File: src/rtl/mcl_pkg.sv
// ----------------------------------------------------------------------------
// mcl_pkg
// Shared types and constants of the motion command limit checker: register
// indexes, error codes, controller states and the serial multiplier digit size.
// ----------------------------------------------------------------------------
package mcl_pkg;

	localparam int FREQ_WIDTH      = 16;
	localparam int DIGIT_WIDTH     = 4;
	localparam int NUM_DIGITS      = FREQ_WIDTH / DIGIT_WIDTH;
	localparam int DIGIT_CNT_WIDTH = $clog2(NUM_DIGITS);
	localparam int CFG_INDEX_WIDTH = 3;

	localparam logic [FREQ_WIDTH-1:0] FREQ_RESET = 16'd1000;

	typedef enum logic [CFG_INDEX_WIDTH-1:0] {
		REG_TICK_FREQUENCY       = 3'd0,
		REG_MAX_VELOCITY         = 3'd1,
		REG_MAX_ACCELERATION     = 3'd2,
		REG_UPPER_POSITION_LIMIT = 3'd3,
		REG_LOWER_POSITION_LIMIT = 3'd4,
		REG_ALLOW_POSITIVE       = 3'd5,
		REG_ALLOW_NEGATIVE       = 3'd6
	} cfg_reg_t;

	typedef enum logic [2:0] {
		ERR_NONE      = 3'd0,
		ERR_POS_DIR   = 3'd1,
		ERR_NEG_DIR   = 3'd2,
		ERR_VELOCITY  = 3'd3,
		ERR_ACCEL     = 3'd4,
		ERR_UPPER_POS = 3'd5,
		ERR_LOWER_POS = 3'd6
	} err_code_t;

	typedef enum logic [3:0] {
		ST_IDLE,
		ST_DIFF_POS,
		ST_VEL_START,
		ST_VEL_WAIT,
		ST_DIFF_VEL,
		ST_ACC_START,
		ST_ACC_WAIT,
		ST_CHECK,
		ST_DELIVER
	} state_t;

endpackage

File: src/rtl/mcl_if.sv
// ----------------------------------------------------------------------------
// mcl_if
// Valid/ready channels of the motion command limit checker: position commands,
// check results and configuration writes.
// ----------------------------------------------------------------------------
interface mcl_cmd_if #(
	parameter int VALUE_WIDTH = 48
);
	logic                          valid;
	logic                          ready;
	logic signed [VALUE_WIDTH-1:0] position_command;

	modport source (output valid, output position_command, input ready);
	modport sink (input valid, input position_command, output ready);
endinterface

interface mcl_res_if #(
	parameter int VALUE_WIDTH = 48
);
	logic                          valid;
	logic                          ready;
	logic                          accepted;
	logic [2:0]                    error_code;
	logic signed [VALUE_WIDTH-1:0] velocity;
	logic signed [VALUE_WIDTH-1:0] acceleration;

	modport source (output valid, output accepted, output error_code, output velocity,
		output acceleration, input ready);
	modport sink (input valid, input accepted, input error_code, input velocity,
		input acceleration, output ready);
endinterface

interface mcl_cfg_if #(
	parameter int VALUE_WIDTH = 48
);
	import mcl_pkg::*;

	logic                       valid;
	logic                       ready;
	logic [CFG_INDEX_WIDTH-1:0] index;
	logic [VALUE_WIDTH-1:0]     data;

	modport source (output valid, output index, output data, input ready);
	modport sink (input valid, input index, input data, output ready);
endinterface

File: src/rtl/mcl_cfg_regs.sv
// ----------------------------------------------------------------------------
// mcl_cfg_regs
// Configuration register file. Every write transaction is taken at once and
// its data is masked to the width of the addressed register.
// ----------------------------------------------------------------------------
module mcl_cfg_regs #(
	parameter int VALUE_WIDTH = 48
) (
	input  logic                                 clk,
	input  logic                                 arst_n,
	input  logic                                 wr_valid,
	output logic                                 wr_ready,
	input  logic [mcl_pkg::CFG_INDEX_WIDTH-1:0]  wr_index,
	input  logic [VALUE_WIDTH-1:0]               wr_data,
	output logic [mcl_pkg::FREQ_WIDTH-1:0]       tick_frequency,
	output logic [VALUE_WIDTH-2:0]               max_velocity,
	output logic [VALUE_WIDTH-2:0]               max_acceleration,
	output logic signed [VALUE_WIDTH-1:0]        upper_position_limit,
	output logic signed [VALUE_WIDTH-1:0]        lower_position_limit,
	output logic                                 allow_positive,
	output logic                                 allow_negative
);
	import mcl_pkg::*;

	localparam logic [VALUE_WIDTH-1:0] VALUE_MAX = {1'b0, {(VALUE_WIDTH-1){1'b1}}};
	localparam logic [VALUE_WIDTH-1:0] VALUE_MIN = {1'b1, {(VALUE_WIDTH-1){1'b0}}};

	logic [FREQ_WIDTH-1:0]         tick_frequency_q;
	logic [VALUE_WIDTH-2:0]        max_velocity_q;
	logic [VALUE_WIDTH-2:0]        max_acceleration_q;
	logic [VALUE_WIDTH-1:0]        upper_limit_q;
	logic [VALUE_WIDTH-1:0]        lower_limit_q;
	logic                          allow_positive_q;
	logic                          allow_negative_q;

	assign wr_ready = 1'b1;

	always_ff @(posedge clk or negedge arst_n) begin
		if (!arst_n) begin
			tick_frequency_q   <= FREQ_RESET;
			max_velocity_q     <= {(VALUE_WIDTH-1){1'b1}};
			max_acceleration_q <= {(VALUE_WIDTH-1){1'b1}};
			upper_limit_q      <= VALUE_MAX;
			lower_limit_q      <= VALUE_MIN;
			allow_positive_q   <= 1'b1;
			allow_negative_q   <= 1'b1;
		end else if (wr_valid) begin
			unique case (wr_index)
				REG_TICK_FREQUENCY:       tick_frequency_q   <= wr_data[FREQ_WIDTH-1:0];
				REG_MAX_VELOCITY:         max_velocity_q     <= wr_data[VALUE_WIDTH-2:0];
				REG_MAX_ACCELERATION:     max_acceleration_q <= wr_data[VALUE_WIDTH-2:0];
				REG_UPPER_POSITION_LIMIT: upper_limit_q      <= wr_data;
				REG_LOWER_POSITION_LIMIT: lower_limit_q      <= wr_data;
				REG_ALLOW_POSITIVE:       allow_positive_q   <= wr_data[0];
				REG_ALLOW_NEGATIVE:       allow_negative_q   <= wr_data[0];
				default: begin
				end
			endcase
		end
	end

	assign tick_frequency       = tick_frequency_q;
	assign max_velocity         = max_velocity_q;
	assign max_acceleration     = max_acceleration_q;
	assign upper_position_limit = upper_limit_q;
	assign lower_position_limit = lower_limit_q;
	assign allow_positive       = allow_positive_q;
	assign allow_negative       = allow_negative_q;

endmodule

File: src/rtl/mcl_serial_mul.sv
// ----------------------------------------------------------------------------
// mcl_serial_mul
// Digit-serial saturating multiplier of a signed value by the unsigned tick
// frequency. The frequency is shifted in one digit per cycle, most significant
// digit first, and the exact product is clamped to the signed range.
// ----------------------------------------------------------------------------
module mcl_serial_mul #(
	parameter int VALUE_WIDTH = 48
) (
	input  logic                              clk,
	input  logic                              arst_n,
	input  logic                              start,
	input  logic signed [VALUE_WIDTH-1:0]     operand,
	input  logic [mcl_pkg::FREQ_WIDTH-1:0]    freq,
	output logic                              done,
	output logic signed [VALUE_WIDTH-1:0]     result
);
	import mcl_pkg::*;

	localparam int PROD_WIDTH = VALUE_WIDTH + FREQ_WIDTH;
	localparam int PART_WIDTH = VALUE_WIDTH + DIGIT_WIDTH;
	localparam logic [PROD_WIDTH-1:0] HALF_RANGE = PROD_WIDTH'(1) << (VALUE_WIDTH - 1);
	localparam logic [VALUE_WIDTH-1:0] VALUE_MAX = {1'b0, {(VALUE_WIDTH-1){1'b1}}};
	localparam logic [VALUE_WIDTH-1:0] VALUE_MIN = {1'b1, {(VALUE_WIDTH-1){1'b0}}};

	logic                       busy_q;
	logic                       fin_q;
	logic                       done_q;
	logic [DIGIT_CNT_WIDTH-1:0] cnt_q;
	logic                       neg_q;
	logic [VALUE_WIDTH-1:0]     mag_q;
	logic [FREQ_WIDTH-1:0]      freq_q;
	logic [PROD_WIDTH-1:0]      prod_q;
	logic [VALUE_WIDTH-1:0]     result_q;

	logic [VALUE_WIDTH-1:0]     operand_mag;
	logic [DIGIT_WIDTH-1:0]     digit;
	logic [PART_WIDTH-1:0]      part;
	logic                       overflow;
	logic [VALUE_WIDTH-1:0]     prod_low;

	assign operand_mag = operand[VALUE_WIDTH-1] ? (~operand + 1'b1) : operand;
	assign digit       = freq_q[FREQ_WIDTH-1 -: DIGIT_WIDTH];
	assign part        = PART_WIDTH'(mag_q) * PART_WIDTH'(digit);
	assign overflow    = neg_q ? (prod_q > HALF_RANGE) : (prod_q >= HALF_RANGE);
	assign prod_low    = prod_q[VALUE_WIDTH-1:0];

	always_ff @(posedge clk or negedge arst_n) begin
		if (!arst_n) begin
			busy_q <= 1'b0;
			fin_q  <= 1'b0;
			done_q <= 1'b0;
			cnt_q  <= '0;
		end else if (start) begin
			busy_q <= 1'b1;
			fin_q  <= 1'b0;
			done_q <= 1'b0;
			cnt_q  <= '0;
		end else if (busy_q) begin
			cnt_q <= cnt_q + 1'b1;
			if (cnt_q == DIGIT_CNT_WIDTH'(NUM_DIGITS - 1)) begin
				busy_q <= 1'b0;
				fin_q  <= 1'b1;
			end
		end else begin
			fin_q  <= 1'b0;
			done_q <= fin_q;
		end
	end

	always_ff @(posedge clk) begin
		if (start) begin
			neg_q  <= operand[VALUE_WIDTH-1];
			mag_q  <= operand_mag;
			freq_q <= freq;
			prod_q <= '0;
		end else if (busy_q) begin
			prod_q <= (prod_q << DIGIT_WIDTH) + PROD_WIDTH'(part);
			freq_q <= freq_q << DIGIT_WIDTH;
		end else if (fin_q) begin
			if (overflow) begin
				result_q <= neg_q ? VALUE_MIN : VALUE_MAX;
			end else begin
				result_q <= neg_q ? (~prod_low + 1'b1) : prod_low;
			end
		end
	end

	assign done   = done_q;
	assign result = result_q;

endmodule

File: src/rtl/motion_command_limit_check.sv
// ----------------------------------------------------------------------------
// motion_command_limit_check
// Checks one axis position command per servo tick against direction,
// velocity, acceleration and position limits.
// ----------------------------------------------------------------------------
// The cmd channel carries one signed position command per transaction. Each
// command yields exactly one transaction on the res channel with the accept
// flag, the error code and the derived velocity and acceleration. The cfg
// channel writes the limit registers and is always ready; the user must keep
// it written only while no command is in flight, as the block does not enforce it.
// After acceptance a command passes through the position subtract, a first
// pass through the digit-serial multiplier, which takes one frequency digit
// per cycle, the velocity subtract, a second multiplier pass, the check and
// the delivery step; the next command is taken only when these are done.
// The result sits in an output register, so a stalled receiver does not block
// the next command from being taken and worked on; the block waits only when
// a new result is ready while the previous one has not been taken.
// Reset clears the position and velocity history to zero and loads the
// registers with their reset values.
// ----------------------------------------------------------------------------
module motion_command_limit_check #(
	parameter int VALUE_WIDTH = 48
) (
	input  logic      clk,
	input  logic      arst_n,
	mcl_cmd_if.sink   cmd,
	mcl_res_if.source res,
	mcl_cfg_if.sink   cfg
);
	import mcl_pkg::*;

	localparam logic [VALUE_WIDTH-1:0] VALUE_MAX = {1'b0, {(VALUE_WIDTH-1){1'b1}}};
	localparam logic [VALUE_WIDTH-1:0] VALUE_MIN = {1'b1, {(VALUE_WIDTH-1){1'b0}}};

	state_t state_q, state_d;

	logic [FREQ_WIDTH-1:0]         tick_frequency;
	logic [VALUE_WIDTH-2:0]        max_velocity;
	logic [VALUE_WIDTH-2:0]        max_acceleration;
	logic signed [VALUE_WIDTH-1:0] upper_position_limit;
	logic signed [VALUE_WIDTH-1:0] lower_position_limit;
	logic                          allow_positive;
	logic                          allow_negative;

	logic signed [VALUE_WIDTH-1:0] pos_q;
	logic signed [VALUE_WIDTH-1:0] diff_q;
	logic signed [VALUE_WIDTH-1:0] vel_q;
	logic signed [VALUE_WIDTH-1:0] acc_q;
	logic signed [VALUE_WIDTH-1:0] prev_pos_q;
	logic signed [VALUE_WIDTH-1:0] prev_vel_q;
	err_code_t                     code_q;
	err_code_t                     check_code;

	logic                          res_valid_q;
	logic                          res_accepted_q;
	err_code_t                     res_code_q;
	logic signed [VALUE_WIDTH-1:0] res_vel_q;
	logic signed [VALUE_WIDTH-1:0] res_acc_q;

	logic                          cmd_ready;
	logic                          mul_start;
	logic                          mul_done;
	logic signed [VALUE_WIDTH-1:0] mul_result;
	logic                          res_load;

	logic signed [VALUE_WIDTH-1:0] sub_a;
	logic signed [VALUE_WIDTH-1:0] sub_b;
	logic [VALUE_WIDTH:0]          sub_wide;
	logic [VALUE_WIDTH-1:0]        sub_sat;

	logic                          vel_pos;
	logic                          vel_neg;
	logic [VALUE_WIDTH-1:0]        vel_mag;
	logic [VALUE_WIDTH-1:0]        acc_mag;

	mcl_cfg_regs #(
		.VALUE_WIDTH(VALUE_WIDTH)
	) u_cfg_regs (
		.clk                 (clk),
		.arst_n              (arst_n),
		.wr_valid            (cfg.valid),
		.wr_ready            (cfg.ready),
		.wr_index            (cfg.index),
		.wr_data             (cfg.data),
		.tick_frequency      (tick_frequency),
		.max_velocity        (max_velocity),
		.max_acceleration    (max_acceleration),
		.upper_position_limit(upper_position_limit),
		.lower_position_limit(lower_position_limit),
		.allow_positive      (allow_positive),
		.allow_negative      (allow_negative)
	);

	mcl_serial_mul #(
		.VALUE_WIDTH(VALUE_WIDTH)
	) u_serial_mul (
		.clk    (clk),
		.arst_n (arst_n),
		.start  (mul_start),
		.operand(diff_q),
		.freq   (tick_frequency),
		.done   (mul_done),
		.result (mul_result)
	);

	assign sub_a    = (state_q == ST_DIFF_VEL) ? vel_q : pos_q;
	assign sub_b    = (state_q == ST_DIFF_VEL) ? prev_vel_q : prev_pos_q;
	assign sub_wide = {sub_a[VALUE_WIDTH-1], sub_a} - {sub_b[VALUE_WIDTH-1], sub_b};
	assign sub_sat  = (sub_wide[VALUE_WIDTH] != sub_wide[VALUE_WIDTH-1]) ?
		(sub_wide[VALUE_WIDTH] ? VALUE_MIN : VALUE_MAX) : sub_wide[VALUE_WIDTH-1:0];

	assign vel_neg = vel_q[VALUE_WIDTH-1];
	assign vel_pos = !vel_q[VALUE_WIDTH-1] && (vel_q != '0);
	assign vel_mag = vel_neg ? (~vel_q + 1'b1) : vel_q;
	assign acc_mag = acc_q[VALUE_WIDTH-1] ? (~acc_q + 1'b1) : acc_q;

	always_comb begin
		if (vel_pos && !allow_positive) begin
			check_code = ERR_POS_DIR;
		end else if (vel_neg && !allow_negative) begin
			check_code = ERR_NEG_DIR;
		end else if (vel_mag > {1'b0, max_velocity}) begin
			check_code = ERR_VELOCITY;
		end else if (acc_mag > {1'b0, max_acceleration}) begin
			check_code = ERR_ACCEL;
		end else if ((pos_q > upper_position_limit) && vel_pos) begin
			check_code = ERR_UPPER_POS;
		end else if ((pos_q < lower_position_limit) && vel_neg) begin
			check_code = ERR_LOWER_POS;
		end else begin
			check_code = ERR_NONE;
		end
	end

	always_ff @(posedge clk or negedge arst_n) begin
		if (!arst_n) begin
			state_q <= ST_IDLE;
		end else begin
			state_q <= state_d;
		end
	end

	always_comb begin
		state_d   = state_q;
		cmd_ready = 1'b0;
		mul_start = 1'b0;
		res_load  = 1'b0;
		unique case (state_q)
			ST_IDLE: begin
				cmd_ready = 1'b1;
				if (cmd.valid) begin
					state_d = ST_DIFF_POS;
				end
			end
			ST_DIFF_POS:  state_d = ST_VEL_START;
			ST_VEL_START: begin
				mul_start = 1'b1;
				state_d   = ST_VEL_WAIT;
			end
			ST_VEL_WAIT: begin
				if (mul_done) begin
					state_d = ST_DIFF_VEL;
				end
			end
			ST_DIFF_VEL:  state_d = ST_ACC_START;
			ST_ACC_START: begin
				mul_start = 1'b1;
				state_d   = ST_ACC_WAIT;
			end
			ST_ACC_WAIT: begin
				if (mul_done) begin
					state_d = ST_CHECK;
				end
			end
			ST_CHECK:     state_d = ST_DELIVER;
			ST_DELIVER: begin
				if (!res_valid_q || res.ready) begin
					res_load = 1'b1;
					state_d  = ST_IDLE;
				end
			end
			default:      state_d = ST_IDLE;
		endcase
	end

	always_ff @(posedge clk) begin
		if (cmd_ready && cmd.valid) begin
			pos_q <= cmd.position_command;
		end
		if (state_q == ST_DIFF_POS || state_q == ST_DIFF_VEL) begin
			diff_q <= sub_sat;
		end
		if (state_q == ST_VEL_WAIT && mul_done) begin
			vel_q <= mul_result;
		end
		if (state_q == ST_ACC_WAIT && mul_done) begin
			acc_q <= mul_result;
		end
		if (state_q == ST_CHECK) begin
			code_q <= check_code;
		end
		if (res_load) begin
			res_accepted_q <= (code_q == ERR_NONE);
			res_code_q     <= code_q;
			res_vel_q      <= vel_q;
			res_acc_q      <= acc_q;
		end
	end

	always_ff @(posedge clk or negedge arst_n) begin
		if (!arst_n) begin
			prev_pos_q  <= '0;
			prev_vel_q  <= '0;
			res_valid_q <= 1'b0;
		end else begin
			if (res_load) begin
				res_valid_q <= 1'b1;
				if (code_q == ERR_NONE) begin
					prev_pos_q <= pos_q;
					prev_vel_q <= vel_q;
				end
			end else if (res.ready) begin
				res_valid_q <= 1'b0;
			end
		end
	end

	assign cmd.ready        = cmd_ready;
	assign res.valid        = res_valid_q;
	assign res.accepted     = res_accepted_q;
	assign res.error_code   = res_code_q;
	assign res.velocity     = res_vel_q;
	assign res.acceleration = res_acc_q;

endmodule

File: src/flat_wrapper.sv
// flat-port wrapper written by rule: the top's interface ports become plain ports
module motion_command_limit_check_flat import mcl_pkg::*;
#(
	parameter int VALUE_WIDTH = 48
)
  (clk, arst_n, cmd_valid, cmd_position_command, cmd_ready, res_valid, res_accepted, res_error_code, res_velocity, res_acceleration, res_ready, cfg_valid, cfg_index, cfg_data, cfg_ready);
  mcl_cmd_if #(.VALUE_WIDTH(VALUE_WIDTH)) cmd_i ();
  mcl_res_if #(.VALUE_WIDTH(VALUE_WIDTH)) res_i ();
  mcl_cfg_if #(.VALUE_WIDTH(VALUE_WIDTH)) cfg_i ();
  input  logic clk;
  input  logic arst_n;
  input wire logic [$bits(cmd_i.valid)-1:0] cmd_valid;
  input wire logic [$bits(cmd_i.position_command)-1:0] cmd_position_command;
  output wire logic [$bits(cmd_i.ready)-1:0] cmd_ready;
  output wire logic [$bits(res_i.valid)-1:0] res_valid;
  output wire logic [$bits(res_i.accepted)-1:0] res_accepted;
  output wire logic [$bits(res_i.error_code)-1:0] res_error_code;
  output wire logic [$bits(res_i.velocity)-1:0] res_velocity;
  output wire logic [$bits(res_i.acceleration)-1:0] res_acceleration;
  input wire logic [$bits(res_i.ready)-1:0] res_ready;
  input wire logic [$bits(cfg_i.valid)-1:0] cfg_valid;
  input wire logic [$bits(cfg_i.index)-1:0] cfg_index;
  input wire logic [$bits(cfg_i.data)-1:0] cfg_data;
  output wire logic [$bits(cfg_i.ready)-1:0] cfg_ready;
  assign cmd_i.valid = cmd_valid;
  assign cmd_i.position_command = cmd_position_command;
  assign cmd_ready = cmd_i.ready;
  assign res_valid = res_i.valid;
  assign res_accepted = res_i.accepted;
  assign res_error_code = res_i.error_code;
  assign res_velocity = res_i.velocity;
  assign res_acceleration = res_i.acceleration;
  assign res_i.ready = res_ready;
  assign cfg_i.valid = cfg_valid;
  assign cfg_i.index = cfg_index;
  assign cfg_i.data = cfg_data;
  assign cfg_ready = cfg_i.ready;
  motion_command_limit_check #(.VALUE_WIDTH(VALUE_WIDTH)) u_core (.clk(clk), .arst_n(arst_n), .cmd(cmd_i), .res(res_i), .cfg(cfg_i));
endmodule
File: config.mk
export PLATFORM = sky130hd
export DESIGN_NAME = motion_command_limit_check_flat
export DESIGN_NICKNAME = d
export VERILOG_FILES = /design/src/rtl/mcl_pkg.sv /design/src/rtl/mcl_if.sv /design/src/rtl/mcl_cfg_regs.sv /design/src/rtl/mcl_serial_mul.sv /design/src/rtl/motion_command_limit_check.sv /design/src/flat_wrapper.sv
export SDC_FILE = /design/constraint.sdc
export NUM_CORES = 2
export LEC_CHECK = 0
export BUFFER_PORTS_ARGS = -buffer_cell sky130_fd_sc_hd__buf_2
export CORE_MARGIN = 2
export CORE_UTILIZATION = 55
export CTS_BUF_LIST = sky130_fd_sc_hd__clkbuf_16
export DETAILED_ROUTE_END_ITERATION = 10
export PLACE_DENSITY = 0.83
export SYNTH_ARGS = -nofsm -noshare
export SYNTH_HDL_FRONTEND = slang
export SYNTH_SLANG_ARGS = --single-unit
File: constraint.sdc
create_clock -name clk -period 7.4 [get_ports clk]
set_input_delay 0 -clock clk [delete_from_list [all_inputs] [get_ports clk]]
set_output_delay 0 -clock clk [all_outputs]
set_load 0.005 [all_outputs]
======== Word level (Yosys, flattened, before mapping) ========
Index checks and enable logic that the tools add are counted.
storage, ports and cells
  register bits after elaboration ......... 786
  bits in latches ......................... 0
  bits in writable memories ............... 0
  bits in read-only memories .............. 0
  output and inout port bits .............. 103
  logic and storage cells ................. 144
  memories kept ........................... 0
operators by class
  add/sub/neg operators ................... 7
  $mul .................................... 1
  divide/modulo/power cells ............... 0
  magnitude comparators ................... 6
  equality and inequality tests ........... 22
  shift-type cells ........................ 0
  muxes and demuxes ....................... 39
  bitwise operators ....................... 6
  reductions and logical operators ........ 32
operators with widths
  kind                                                                     number
  48-bit 2-to-1 mux                                                        9
  48-bit by 1-bit adder with 48-bit output, second input constant          4
  48-bit NOT                                                               4
  48-bit by 47-bit > comparator with 1-bit output                          2
  64-bit by 52-bit adder with 64-bit output                                1
  64-bit by 48-bit >= comparator with 1-bit output, second input constant  1
  64-bit by 48-bit > comparator with 1-bit output, second input constant   1
  48-bit by 4-bit multiplier with 52-bit output                            1
  48-bit by 48-bit subtractor with 49-bit output                           1
  48-bit > comparator                                                      1
  48-bit < comparator                                                      1
  48-bit nonzero test                                                      1
  47-bit 2-to-1 mux                                                        1
  4-bit one-hot mux with 9 select lines                                    1
  16-bit 2-to-1 mux                                                        2
  4-bit by 3-bit == test with 1-bit output, second input constant          4
  4-bit 2-to-1 mux                                                         4
  2-bit AND reduction                                                      8
  1-bit 2-to-1 mux                                                         15
  3-bit == test, second input constant                                     3
  3-bit 2-to-1 mux                                                         3
  4-bit by 2-bit == test with 1-bit output, second input constant          2
  1-bit logical AND                                                        8
  2-bit 2-to-1 mux                                                         4
  20 further kinds                                                         31

======== Longest topological paths before layout ========
  word-level depth ........................ 7
  mapped depth ............................ 22
  mapped depth without buffers ............ 21

======== Modules after synthesis ========
A second synthesis with hierarchy kept.
unflattened totals
  cells, all modules ...................... 4259
  area, all modules ....................... 48256.3 µm²
modules (own cells, without submodules)
  module                      instances  cells an instance  area each (µm²)
  motion_command_limit_check  1          2082               23770.3
  mcl_serial_mul              1          1731               16159.2
  mcl_cfg_regs                1          446                8326.7

======== Worst setup path before layout ========
OpenSTA, ideal clock, no wires.
  kind .................................... register to register
  from .................................... register u_core.state_q[2]
  to ...................................... register u_core.diff_q[46] (data pin)
  setup time .............................. 270 ps
  arrival time ............................ 4973 ps
  data required time ...................... 7130 ps
  setup slack ............................. 2156 ps
  stages on the path, launching flop included .. 20
  path buffers ............................ 4
  cell sequence ........................... dfrtp_1 clkbuf_1 nand2b_1 nor3_1 clkbuf_1 buf_1 mux2i_1 ha_1 a21o_1 or3_1 o21ai_0 a211oi_1 o32ai_1 o21ba_2 nor3_1 o21ai_0 a21oi_1 nor2_1 clkbuf_1 o21ai_0
between the ends
  word-level cells in the longest chain between the ends .. 5
  elaborated cells between the ends (all ways) .. 7
  classes of those cells .................. add/sub: 1; eq/ne: 2; mux: 4
RTL lines
  element                                             line                                                                  source
  start, declared                                     motion_command_limit_check.sv:35                                      state_t state_q, state_d;
  start signal, assigned                              motion_command_limit_check.sv:139                                     state_q <= state_d;
  4-bit by 3-bit == test with 1-bit output *          motion_command_limit_check.sv:106, motion_command_limit_check.sv:107
  48-bit 2-to-1 mux, on equally long branches         motion_command_limit_check.sv:106, motion_command_limit_check.sv:107
  48-bit by 48-bit subtractor with 49-bit output *    motion_command_limit_check.sv:108                                     assign sub_wide = {sub_a[VALUE_WIDTH-1], sub_a} - {sub_b[VALUE_WIDTH-1], sub_b};
  48-bit 2-to-1 mux or 1-bit != test (tied branches)  motion_command_limit_check.sv:110, motion_command_limit_check.sv:109
  48-bit 2-to-1 mux *                                 motion_command_limit_check.sv:109                                     assign sub_sat = (sub_wide[VALUE_WIDTH] != sub_wide[VALUE_WIDTH-1]) ?
  via u_core.sub_sat[46]                              motion_command_limit_check.sv:69                                      logic [VALUE_WIDTH-1:0] sub_sat;
  end signal, assigned                                motion_command_limit_check.sv:191                                     diff_q <= sub_sat;
  end, declared                                       motion_command_limit_check.sv:46                                      logic signed [VALUE_WIDTH-1:0] diff_q;
Mark *: on every way through the listed nets, which the timed path passes. The rest lies on a longest branch.
A chain may end at the register's enable or synchronous reset.

======== Final worst setup path ========
  from .................................... register u_core.state_q[3]
  to ...................................... register u_core.diff_q[41] (data pin)
The elaborated chain is that of the path after synthesis.

==> out/qor.csv <==
stage;metric;value;unit
setup_path;CP Class;flip-flop to flip-flop;
route;DR DRC count;0;
setup_path;CP Capture Point;u_core.diff_q[41]$_DFFE_PP_;
floorplanning;I/O pin count;207;
setup_path;Reg2Reg Depth;17;
logic_synthesis;Syn Inst Count;4347;
route;DR vias/cell;5.95;
status;outcome;finished clean;
layout;nets;5149;
setup_path;crit path max fanout;96;
setup_path;cell mode on critical path;a21oi_1;
setup_path;worst-path cell chain;nand2b_1 > nor3_2 > buf_12 > mux2_2 > ha_1 > fa_1 > nand2b_1 > a21oi_1 > o21ai_0 > a211oi_1 > o32ai_1 > o21ba_2 > nor3_1 > o21ai_0 > a21oi_1 > nand2_1 > a21oi_1;
timing;worst-case hold slack;57.5;ps
layout;Fill cells;6378;
floorplanning;CORE AREA;84900;µm²
grt;number of global-route vias before repair;34600;
power_and_ir_drop;Leak;22.3;nW
route;DR iter-0 viols;3036;
floorplanning;Die W;296;µm
cts;post-CTS setup buffers;0;
layout;layout cells sized above 1;16.3;%
timing;Peak Freq;155;MHz
timing;clk_skew;32.5;ps
cts;CTS resizes;0;
cts;H-tree levels;3;
cts;CTS buffer count;83;
setup_path;crit-path max cell delay;830;ps
layout;max reg flops;64;
placed_design;Port Buffers;205;
logic_synthesis;top_reg_cell synth;edfxtp_1;
logic_synthesis;ys async rst share;39.9;%
route;DR vias;34600;
logic_synthesis;syn_nets;4893;
grt;first-pass GRT wire length;197000;µm
placed_design;post-place setup slack;1100;ps
grt;total gr overflow;0;
floorplanning;Die Ht;296;µm
timing;worst relative slew slack;18.3;%
route;post-route ant nets;0;
layout;Finished Layout Cells;5815;
route;total iterations of the first detailed-routing run;6;
power_and_ir_drop;Power per Cell Area;521;nW/µm²
cts;Root Buffer;clkbuf_16;
grt;initial antenna violation count;4;
floorplanning;Cell Rows;107;
setup_path;R2R Setup Slk;960;ps
logic_synthesis;Mapped Area;46900;µm²
timing;Slew Limit Fails;0;
route;wire per inst;22.1;µm
layout;area delta synth->final;12.7;%
floorplanning;starting density of the core;55.2;%
timing;worst-margin pin slew;1220;ps
setup_path;Crit-path slowest cell;nand2_1;
timing;endpoints failing hold;0;
grt;largest net degree at the start of global routing;152;
layout;final core utilization;62.3;%
cts;Skew-Pair Late Insertion Delay;650;ps
setup_path;CP required;7860;ps
timing;setup ws final;962;ps
setup_path;Setup crit end kind;flip-flop;
timing;setup_tns;0;ps
setup_path;Crit Reg-Reg Endpoint;u_core.diff_q[41]$_DFFE_PP_;
placed_design;Detail Placement HPWL;89700;µm
timing;Tcrit/Tclk final;87.0;%
cts;clk sinks;786;
setup_path;startpoint types;flip-flop;
cts;CTS tree;done;
logic_synthesis;unique cell type count in the Yosys netlist;84;
logic_synthesis;register area share after synthesis;46.0;%
timing;setup violators final;0;
setup_path;R2R Path Start;u_core.state_q[3]$_DFFE_PN0P_;
logic_synthesis;Post-synth EDFFs;408;
grt;Total Routing Usage GR;29.2;%
logic_synthesis;warnings from Yosys;0;
logic_synthesis;Avg Inst Size Synth;10.8;µm²
cts;clock-pin transition on the worst setup and hold timing paths;70;ps
setup_path;Critical path origin;u_core.state_q[3]$_DFFE_PN0P_;
flow_run;Max Cap Viol;0;
logic_synthesis;#FFs+latches synth;786;
setup_path;crit path DAT;6890;ps
placed_design;routability cong.;0.935;
cts;clock tree buffer depth;3;
timing;RSZ-0062 raised after global routing;false;
placed_design;Placed Cells;5558;
floorplanning;die area;87600;µm²
timing;Final min period;6440;ps
route;WL final;128000;µm
hold_path;Min-Delay Path Class;primary input to flip-flop;
layout;Biggest register;u_core.u_serial_mul.prod_q;
power_and_ir_drop;Max IR drop VDD;0.476;mV
-- cells in the final DEF, fill, tap and decap left out, types with 19 or more instances in the layout --
cell type | Yosys | routed
or3_1 | 37 | 37
and3_1 | 21 | 19
buf_2 | 1 | 204
nand2_1 | 357 | 356
buf_4 | 1 | 30
nor2b_1 | 28 | 27
edfxtp_1 | 408 | 408
o31ai_1 | 56 | 56
xor2_1 | 58 | 58
clkbuf_16 | 0 | 86
nor3_1 | 44 | 39
o21ai_1 | 29 | 29
nand3_1 | 39 | 39
inv_1 | 423 | 443
o41ai_1 | 26 | 26
nand2b_1 | 35 | 35
and2_1 | 189 | 188
o21bai_1 | 19 | 19
ha_1 | 302 | 302
nor4_1 | 24 | 24
dfxtp_1 | 64 | 64
dfrtp_1 | 164 | 163
dlygate4sd3_1 | 0 | 103
xnor2_1 | 223 | 223
o21ai_0 | 357 | 357
or4_1 | 22 | 22
a21oi_1 | 168 | 168
fa_1 | 140 | 140
nand4_1 | 67 | 67
dfstp_2 | 150 | 150
o21a_1 | 19 | 19
a21o_1 | 121 | 121
nor2_1 | 138 | 137
mux2_2 | 210 | 210
mux2i_1 | 78 | 78
-- where the power goes --
part | switching (mW) | internal, mW | total, mW | leakage, nW
combinational | 9.77 | 6.85 | 16.6 | 12.9
clock | 1.83 | 2.50 | 4.33 | 1.42
sequential | 0.751 | 5.82 | 6.57 | 8.00
-- cell usage after synthesis, types with 28 or more instances --
cell,number,share of area [%]
fa_1,140,6.0
a21o_1,121,1.9
nor3_1,44,0.47
nand2b_1,35,0.47
nand2_1,357,2.9
dfstp_2,150,8.4
o21ai_0,357,3.8
ha_1,302,8.1
a21oi_1,168,1.8
xnor2_1,223,4.2
xor2_1,58,1.1
mux2_2,210,5.0
nor2_1,138,1.1
o31ai_1,56,0.90
edfxtp_1,408,26
nand3_1,39,0.42
o21ai_1,29,0.31
or3_1,37,0.49
and2_1,189,2.5
nand4_1,67,0.89
dfxtp_1,64,2.7
clkbuf_1,147,1.2
nor2b_1,28,0.37
dfrtp_1,164,8.8
mux2i_1,78,1.7
inv_1,423,3.4
-- worst min path at each step --
stage / startpoint / endpoint / slack [ps] / cells past startpoint
after CTS: cmd_position_command[9] / u_core.pos_q[9]$_DFFE_PP_ / 30 / 2
after detailed placement: arst_n / u_core.u_cfg_regs.lower_position_limit[44]$_DFFE_PN0P_ / 60 / 1
after global routing: cmd_position_command[36] / u_core.pos_q[36]$_DFFE_PP_ / 60 / 2
final: cmd_position_command[36] / u_core.pos_q[36]$_DFFE_PP_ / 60 / 2
after global placement: arst_n / u_core.u_cfg_regs.upper_position_limit[47]$_DFFE_PN0P_ / 50 / 1
after floorplan: arst_n / u_core.prev_pos_q[0]$_DFFE_PN0P_ / -300 / 0
-- repair_timing --
item                                    CTS  global route
hold buffers                            104             0
endpoints found under the setup margin    0             0
endpoints found under the hold margin   345             0
-- critical path, delay by kind of cell (launching register included) --
kind / cells / cell delay, ps
mux: 1 / 410
compound gates: 8 / 2480
buf+inv: 1 / 440
flops: 1 / 510
simple gates: 5 / 1800
fa+ha+maj: 2 / 610
-- per-stage QoR --
step | total power [mW] | instance area [µm²]
2_1_floorplan | 18.9 | 46900
3_3_place_gp | 22.4 | 49000
3_5_place_dp | 22.7 | 49000
4_1_cts | 27.3 | 52900
5_1_grt | 29.8 | 52900
6_report | 27.5 | 52900
-- kinds of logic (layout without fill, tap and decap cells) --
group                      after synthesis  after routing  synth area share (%)
muxes                                  288            288                  6.71
DFF                                    786            786                  46.0
other                                    1              2               0.00800
AOI/OAI and AO/OA                      904            904                  11.7
adders and majority gates              444            444                  14.1
and+or+nand+nor                       1047           1047                  11.4
buffers and inverters                  596            919                  4.85
xor gates and xnor gates               281            281                  5.25
-- layout make-up --
cell class              instances  area (µm²)  share of cell area [%]
inverters                     425        1600                    3.02
flip-flops and latches        786       21600                    40.8
diodes                          1        2.50                 0.00473
clock inverters                66         627                    1.19
repair buffers                342        2370                    4.49
well taps                    1144        1430                    2.71
clock buffers                  86        2150                    4.07
multi-input cells            2965       23100                    43.7
-- metal layers --
layer / share of wire (%) / global-route usage (%)
met5: 0.010 / 0
met4: 5.3 / 14.8
met3: 9.2 / 5.76
met2: 46 / 46.6
met1: 39 / 38.0
No activity file was read; power rests on OpenSTA's default activity.
